<file path="config.mk">
export PLATFORM = sky130hd
export DESIGN_NAME = modular_exponentiation_flat
export DESIGN_NICKNAME = d
export VERILOG_FILES = /design/src/design/mexp_pkg.sv /design/src/design/mexp_if.sv /design/src/design/mexp_cell.sv /design/src/design/mexp_mulmod.sv /design/src/design/modular_exponentiation.sv /design/src/flat_wrapper.sv
export SDC_FILE = /design/constraint.sdc
export NUM_CORES = 1
export LEC_CHECK = 0
export BUFFER_PORTS_ARGS = -buffer_cell sky130_fd_sc_hd__buf_2
export CAP_MARGIN = 15
export CORE_AREA = 4 4 180 182
export DETAILED_ROUTE_END_ITERATION = 12
export DIE_AREA = 0 0 184 186
export PLACE_DENSITY_LB_ADDON = 0.25
export SYNTH_ARGS = -nofsm -noshare
export SYNTH_HDL_FRONTEND = slang
export SYNTH_SLANG_ARGS = --single-unit
</file>
<file path="constraint.sdc">
create_clock -name clock -period 9.9 [get_ports clock]
set_input_delay 0.495 -clock clock [delete_from_list [all_inputs] [get_ports clock]]
set_output_delay 0.495 -clock clock [all_outputs]
set_load 0.02 [all_outputs]
</file>
<file path="src/design/mexp_pkg.sv">
// Package for the modular exponentiation block.
// Holds the status type passed from the multiplier to the sequencer.
// No dependencies.
package mexp_pkg;

   typedef struct packed {
      logic busy;
      logic done;
   } mexp_status_type;

endpackage

</file>
<file path="src/design/mexp_if.sv">
// Valid/ready channel interfaces for requests and responses.
// Depends on nothing; WIDTH is set by the instantiating level.
interface mexp_req_chan #(parameter int WIDTH = 32);
   logic             valid;
   logic             ready;
   logic [WIDTH-1:0] base_value;
   logic [WIDTH-1:0] exponent;
   logic [WIDTH-1:0] modulus;
   modport source (output valid, base_value, exponent, modulus, input ready);
   modport sink   (input valid, base_value, exponent, modulus, output ready);
endinterface

interface mexp_rsp_chan #(parameter int WIDTH = 32);
   logic             valid;
   logic             ready;
   logic [WIDTH-1:0] result_value;
   logic             error_flag;
   modport source (output valid, result_value, error_flag, input ready);
   modport sink   (input valid, result_value, error_flag, output ready);
endinterface

</file>
<file path="src/design/mexp_cell.sv">
// One bit cell of the multiplier operand chain.
// Loads a bit or takes its lower neighbor's bit each shift cycle.
module mexp_cell (
   input  logic clock,
   input  logic load,
   input  logic load_bit,
   input  logic shift,
   input  logic shift_in,
   output logic q
);
   logic bit_ff;
   logic bit_in;

   always_comb begin
      bit_in = bit_ff;
      if (load) begin
         bit_in = load_bit;
      end else if (shift) begin
         bit_in = shift_in;
      end
   end

   always_ff @(posedge clock) begin
      bit_ff <= bit_in;
   end

   assign q = bit_ff;
endmodule

</file>
<file path="src/design/mexp_mulmod.sv">
// Bit-serial modular multiplier with interleaved reduction.
// Uses mexp_cell for the operand chain and mexp_pkg for its status.
module mexp_mulmod #(
   parameter int WIDTH = 32
) (
   input  logic                    clock,
   input  logic                    reset,
   input  logic                    start,
   input  logic [WIDTH-1:0]        op_a,
   input  logic [WIDTH-1:0]        op_b,
   input  logic [WIDTH-1:0]        op_m,
   output logic [WIDTH-1:0]        product,
   output mexp_pkg::mexp_status_type status
);
   localparam int CW = $clog2(WIDTH + 1);

   logic [WIDTH-1:0] acc_ff, acc_in;
   logic [WIDTH-1:0] a_ff, m_ff;
   logic [CW-1:0]    cnt_ff, cnt_in;
   logic             busy_ff, busy_in;
   logic             done_ff, done_in;
   logic [WIDTH-1:0] chain;
   logic [WIDTH:0]   dbl, sum;
   logic [WIDTH-1:0] r1, r2;

   genvar g;
   generate
      for (g = 0; g < WIDTH; g++) begin : g_cell
         mexp_cell u_cell (
            .clock    (clock),
            .load     (start),
            .load_bit (op_b[g]),
            .shift    (busy_ff),
            .shift_in ((g == 0) ? 1'b0 : chain[(g == 0) ? 0 : g - 1]),
            .q        (chain[g])
         );
      end
   endgenerate

   always_comb begin
      dbl = {acc_ff, 1'b0};
      r1  = (dbl >= {1'b0, m_ff}) ? WIDTH'(dbl - {1'b0, m_ff}) : dbl[WIDTH-1:0];
      sum = {1'b0, r1} + (chain[WIDTH-1] ? {1'b0, a_ff} : '0);
      r2  = (sum >= {1'b0, m_ff}) ? WIDTH'(sum - {1'b0, m_ff}) : sum[WIDTH-1:0];
   end

   always_comb begin
      acc_in  = acc_ff;
      cnt_in  = cnt_ff;
      busy_in = busy_ff;
      done_in = 1'b0;
      if (start) begin
         acc_in  = '0;
         cnt_in  = CW'(WIDTH);
         busy_in = 1'b1;
      end else if (busy_ff) begin
         acc_in = r2;
         cnt_in = cnt_ff - 1'b1;
         if (cnt_ff == CW'(1)) begin
            busy_in = 1'b0;
            done_in = 1'b1;
         end
      end
   end

   always_ff @(posedge clock) begin
      acc_ff <= acc_in;
      cnt_ff <= cnt_in;
      if (start) begin
         a_ff <= op_a;
         m_ff <= op_m;
      end
      if (reset) begin
         busy_ff <= 1'b0;
         done_ff <= 1'b0;
      end else begin
         busy_ff <= busy_in;
         done_ff <= done_in;
      end
   end

   assign product     = acc_ff;
   assign status.busy = busy_ff;
   assign status.done = done_ff;
endmodule

</file>
<file path="src/design/modular_exponentiation.sv">
// Modular exponentiation, right-to-left square-and-multiply.
// Depends on mexp_pkg, mexp_if (channels) and mexp_mulmod.
//
// A request carries base_value, exponent and modulus; one response carries
// result_value and error_flag. Each modular product runs through a chain
// of WIDTH bit cells in the multiplier, one bit per cycle. An item takes one
// product to reduce the base, then per exponent bit up to its highest set
// bit one square and, for a set bit, one multiply.
// A zero modulus skips the multiplier and answers with error_flag set.
// One item is in work at a time; the next request is taken once the current
// result sits in the response register, so a stalled receiver holds at most
// one finished item while the next is computed.
// Reset is synchronous and clears the sequencer and the response valid.
module modular_exponentiation #(
   parameter int WIDTH = 32
) (
   input logic clock,
   input logic reset,
   mexp_req_chan.sink   req_chan,
   mexp_rsp_chan.source rsp_chan
);
   localparam logic [2:0] ST_IDLE = 3'd0;
   localparam logic [2:0] ST_RED  = 3'd1;
   localparam logic [2:0] ST_NEXT = 3'd2;
   localparam logic [2:0] ST_MULR = 3'd3;
   localparam logic [2:0] ST_SQR  = 3'd4;
   localparam logic [2:0] ST_FIN  = 3'd5;

   logic [2:0]       state_ff, state_in;
   logic [WIDTH-1:0] b_ff, b_in, e_ff, e_in, m_ff, m_in, res_ff, res_in;
   logic             err_ff, err_in;
   logic             rv_ff, rv_in;
   logic [WIDTH-1:0] rres_ff;
   logic             rerr_ff;
   logic             start;
   logic [WIDTH-1:0] op_a, op_b;
   logic [WIDTH-1:0] product;
   logic             take, load_out;
   mexp_pkg::mexp_status_type mstat;

   mexp_mulmod #(.WIDTH(WIDTH)) u_mul (
      .clock   (clock),
      .reset   (reset),
      .start   (start),
      .op_a    (op_a),
      .op_b    (op_b),
      .op_m    (m_in),
      .product (product),
      .status  (mstat)
   );

   assign req_chan.ready = (state_ff == ST_IDLE);
   assign take     = req_chan.valid && req_chan.ready;
   assign load_out = (state_ff == ST_FIN) && (!rv_ff || rsp_chan.ready);

   always_comb begin
      state_in = state_ff;
      b_in     = b_ff;
      e_in     = e_ff;
      m_in     = m_ff;
      res_in   = res_ff;
      err_in   = err_ff;
      start    = 1'b0;
      op_a     = b_ff;
      op_b     = b_ff;
      case (state_ff)
         ST_IDLE: begin
            if (take) begin
               b_in   = req_chan.base_value;
               e_in   = req_chan.exponent;
               m_in   = req_chan.modulus;
               res_in = WIDTH'(1);
               err_in = (req_chan.modulus == '0);
               if (req_chan.modulus == '0) begin
                  res_in   = '0;
                  state_in = ST_FIN;
               end else begin
                  start    = 1'b1;
                  op_a     = WIDTH'(1);
                  op_b     = req_chan.base_value;
                  state_in = ST_RED;
               end
            end
         end
         ST_RED: begin
            if (mstat.done) begin
               b_in     = product;
               state_in = ST_NEXT;
            end
         end
         ST_NEXT: begin
            if (e_ff == '0) begin
               state_in = ST_FIN;
            end else if (e_ff[0]) begin
               start    = 1'b1;
               op_a     = (res_ff >= m_ff) ? '0 : res_ff;
               op_b     = b_ff;
               state_in = ST_MULR;
            end else begin
               start    = 1'b1;
               state_in = ST_SQR;
            end
         end
         ST_MULR: begin
            if (mstat.done) begin
               res_in   = product;
               start    = 1'b1;
               state_in = ST_SQR;
            end
         end
         ST_SQR: begin
            if (mstat.done) begin
               b_in     = product;
               e_in     = e_ff >> 1;
               state_in = ST_NEXT;
            end
         end
         ST_FIN: begin
            if (load_out) begin
               state_in = ST_IDLE;
            end
         end
         default: begin
            state_in = ST_IDLE;
         end
      endcase
   end

   always_comb begin
      rv_in = rv_ff;
      if (load_out) begin
         rv_in = 1'b1;
      end else if (rsp_chan.ready) begin
         rv_in = 1'b0;
      end
   end

   always_ff @(posedge clock) begin
      b_ff   <= b_in;
      e_ff   <= e_in;
      m_ff   <= m_in;
      res_ff <= res_in;
      err_ff <= err_in;
      if (load_out) begin
         rres_ff <= res_ff;
         rerr_ff <= err_ff;
      end
      if (reset) begin
         state_ff <= ST_IDLE;
         rv_ff    <= 1'b0;
      end else begin
         state_ff <= state_in;
         rv_ff    <= rv_in;
      end
   end

   assign rsp_chan.valid        = rv_ff;
   assign rsp_chan.result_value = rres_ff;
   assign rsp_chan.error_flag   = rerr_ff;

   a_mul_idle: assert property (@(posedge clock) disable iff (reset)
      (state_ff == ST_IDLE || state_ff == ST_FIN) |-> !mstat.busy)
      else $error("multiplier running outside an item");

   a_done_wait: assert property (@(posedge clock) disable iff (reset)
      mstat.done |-> (state_ff == ST_RED || state_ff == ST_MULR || state_ff == ST_SQR))
      else $error("product finished with no state waiting");

   a_err_zero: assert property (@(posedge clock) disable iff (reset)
      load_out && err_ff |=> rsp_chan.result_value == '0)
      else $error("error response with nonzero result");
endmodule
</file>
<file path="src/flat_wrapper.sv">
// flat-port wrapper written by rule: the top's interface ports become plain ports
module modular_exponentiation_flat 
#(
   parameter int WIDTH = 32
)
  (clock, reset, req_chan_valid, req_chan_base_value, req_chan_exponent, req_chan_modulus, req_chan_ready, rsp_chan_valid, rsp_chan_result_value, rsp_chan_error_flag, rsp_chan_ready);
  mexp_req_chan #(.WIDTH(WIDTH)) req_chan_i ();
  mexp_rsp_chan #(.WIDTH(WIDTH)) rsp_chan_i ();
  input logic clock;
  input logic reset;
  input wire logic [$bits(req_chan_i.valid)-1:0] req_chan_valid;
  input wire logic [$bits(req_chan_i.base_value)-1:0] req_chan_base_value;
  input wire logic [$bits(req_chan_i.exponent)-1:0] req_chan_exponent;
  input wire logic [$bits(req_chan_i.modulus)-1:0] req_chan_modulus;
  output wire logic [$bits(req_chan_i.ready)-1:0] req_chan_ready;
  output wire logic [$bits(rsp_chan_i.valid)-1:0] rsp_chan_valid;
  output wire logic [$bits(rsp_chan_i.result_value)-1:0] rsp_chan_result_value;
  output wire logic [$bits(rsp_chan_i.error_flag)-1:0] rsp_chan_error_flag;
  input wire logic [$bits(rsp_chan_i.ready)-1:0] rsp_chan_ready;
  assign req_chan_i.valid = req_chan_valid;
  assign req_chan_i.base_value = req_chan_base_value;
  assign req_chan_i.exponent = req_chan_exponent;
  assign req_chan_i.modulus = req_chan_modulus;
  assign req_chan_ready = req_chan_i.ready;
  assign rsp_chan_valid = rsp_chan_i.valid;
  assign rsp_chan_result_value = rsp_chan_i.result_value;
  assign rsp_chan_error_flag = rsp_chan_i.error_flag;
  assign rsp_chan_i.ready = rsp_chan_ready;
  modular_exponentiation #(.WIDTH(WIDTH)) u_core (.clock(clock), .reset(reset), .req_chan(req_chan_i), .rsp_chan(rsp_chan_i));
endmodule
</file>
==> reports/results.txt <==
Seq/Total Area, Yosys: 45.71%
I/O Buffers: 134
async set-reset flop share out of synthesis: 0%
Clock Tree Buf Depth: 3
required time worst endpoint: 10340 ps
VDD IR max: 0.2168 mV
top cell type's share of synthesized area: 37.34%
# diodes: 0
fraction of layout cells with a size suffix above 1: 15.54%
Yosys reg bits: 302
DR DRC count: 0
Post-synth EDFFs: 226
top cells by area, synth: edfxtp_1, ha_1, dfxtp_1, mux2_2, a21oi_1
cts hold-fix bufs: 0
status: complete, no violations
top-count cell post-synth: edfxtp_1
Post-Syn Area per Cell: 10.12 µm²
Post-Syn Area: 0.01817 mm²
Num CTS Buffers: 34
Setup CP Type: reg -> reg
Die Ht: 186 µm
multi-input logic area: 0.009201 mm²
Max Clock Freq: 118.8 MHz
Final Cell Area: 0.02032 mm²
# rows: 64
Clk pin slew, worst setup/hold paths: 60 ps
crit share post-route: 85.03%
CP Capture Type: register
RSZ-0062 raised after global routing: false
total number of vias: 14580
Synth top cells by count: edfxtp_1, a21oi_1, nand2_1, o21ai_0, ha_1
I/O pin count: 135
vias in the first global route: 13920
Vias per Instance: 6.267
worst-margin pin slew: 1094 ps
FF-to-FF End: u_core.u_mul.product[29]
Die Wd: 184 µm
post-layout min period: 8418 ps
Critical Path Start: u_core.u_mul.m_ff[3]
Worst slew margin: 26.89%
Min-Delay Startpoint: reset
Net Count, Synth: 2029
Post-CTS Resized: 0
per-cell routed wire length: 22.99 µm
Hold Vio Cnt, Final: 0
CP max FO: 21
drt total wl: 53.48 mm
DRT iter0 DRCs: 1416
dpl cell area: 0.01919 mm²
HPWL Detailed: 40.24 mm
Max Cap Viol: 0
R2R setup slack: 1480 ps
Worst Reg-to-Reg Cells: 32
Total Power: 7412 µW
Seq. cell area: 0.008309 mm²
clock latency on the worst-skew pair: 530 ps
Syn Inst Count: 1796
CTS tree: yes
Worst setup SP type: register
postcts setup bufs: 0
largest net degree at the start of global routing: 68
post-synthesis cell type count: 65
die area: 0.03422 mm²
Clock Sinks: 302
Worst Setup EP: u_core.u_mul.product[29]
Warnings, synthesis: 0
1st-pass router iterations: 6
Leak: 0.008497 µW
area grow syn2layout: 11.82%
Synth Flop Type: edfxtp_1
Final ANT Viol Nets: 0
setup tns final: 0 ps
Layout Nets: 2137
core area: 0.03059 mm²
R2R Path Start: u_core.u_mul.m_ff[3]
Slew Limit Fails: 0
first-pass GRT wire length: 80.17 mm
area leader, netlist: edfxtp_1
Power Density: 364.7 mW/mm²
min-delay worst type: in -> reg
gr usage total: 30.55%
Initial Util: 59.41%
Final setup violation count: 0
initial antenna violation count: 5
root buffer cell: clkbuf_16
worst hold path depth: 2
Clock Skew: 23.24 ps
H-tree Lvls: 2
crit-path max cell delay: 760 ps
Filler Cells Inserted: 2391
CP max-delay cell: and3_1
gpl congestion: 0.9512
gr ovfl total: 0
CP arrival: 8860 ps
## per-layer routing
layer  part of all wire, %  up-vias  wire length [µm]  GRT usage (%)
met3                    10      102              5419          7.074
met2                    43      644             23130          45.52
li1                      -     6804                 -              -
met4                   3.1        6              1648          9.317
met1                    43     7022             23250          44.70
met5                 0.064        -                34              0
## worst max-delay path: cells and delay by family (launching register included)
family	cells	cell delay (ps)
XOR/XNOR	1	270
buffers and inverters	2	120
flip-flops	1	320
AO/OA/AOI/OAI	16	3880
AND/OR/NAND/NOR	9	2360
adder cells (fa/ha/maj)	4	1340
## sequential cells by signal (all words and copies together) (netlist names)
signal and flops:
u_core.u_mul.product 32, u_core.u_mul.m_ff 32, u_core.rsp_chan.error_flag 1, u_core.m_ff 32
u_core.u_mul.a_ff 32, u_core.rsp_chan.result_value 32, u_core.u_mul.cnt_ff 6, u_core.u_mul.busy_ff 1
u_core.e_ff 32, u_core.state_ff 3, u_core.u_mul.done_ff 1, u_core.b_ff 32
u_core.rsp_chan.valid 1, u_core.err_ff 1, u_core.u_mul.g_cell.u_cell.q 32, u_core.res_ff 32
## per-stage QoR
stage | hold WS [ps] | setup slack (ps) | std cells | utilization (%)
2_1_floorplan | 400.3 | 3228 | 1796 | -
3_5_place_dp | 426.2 | 1604 | 2263 | 62.75
4_1_cts | 192.1 | 1587 | 2325 | 66.34
5_1_grt | 201.7 | 765.8 | 2326 | 66.43
6_report | 208.7 | 1482 | 2326 | 66.43
3_3_place_gp | 430.8 | 1888 | 2263 | 62.75
## cell usage in the layout (no fill, tap or decap), types with 10 or more instances in the layout
cell type  instances
mux2_2            75
o211ai_1          10
a22o_1            32
inv_1            103
buf_2            134
a21o_1            53
a211oi_1          18
nor4_1            18
nor2b_1           10
a31oi_1           13
nand3_1           35
nor3_1            24
o21bai_1          19
buf_4             17
o21ai_0          140
nand4_1           32
edfxtp_1         226
nand2_1          152
nand2b_1          16
nor2_1            91
and2_1            68
ha_1             130
a21oi_1          154
xnor2_1           56
mux2i_1           45
xor2_1            30
dfxtp_1           75
clkbuf_16         34
## cell type report
class	instances	area share (%)
repair buffers	152	4.064
clock inverters	19	0.9605
inverters	104	1.921
multi-input cells	1310	45.28
clock buffers	43	4.451
well taps	396	2.438
flip-flops and latches	302	40.89
## power breakdown
part / switching [µW] / internal, µW
Sequential: 193 / 1590
Combinational: 2680 / 1690
Clock: 546 / 713
Total: 3420 / 3990
## worst min path at each step
stage / to / slack (ps)
after detailed placement: u_core.rsp_chan.error_flag / 430
after CTS: u_core.rsp_chan.valid / 190
after global routing: u_core.state_ff[0] / 200
final: u_core.u_mul.busy_ff / 210
after global placement: u_core.rsp_chan.error_flag / 430
after floorplan: u_core.rsp_chan.error_flag / 400
## kinds of logic (layout without fill, tap and decap cells)
| logic type | after synthesis | count (layout) | synth area share, % |
|---|---|---|---|
| muxes | 120 | 120 | 7.126 |
| DFF | 302 | 302 | 45.71 |
| and+or+nand+nor | 472 | 472 | 12.57 |
| adders and majority gates | 133 | 133 | 9.281 |
| buffers and inverters | 184 | 318 | 3.883 |
| AOI/OAI and AO/OA | 499 | 499 | 17.28 |
| xor gates and xnor gates | 86 | 86 | 4.145 |
No activity file was read; power rests on OpenSTA's default activity.
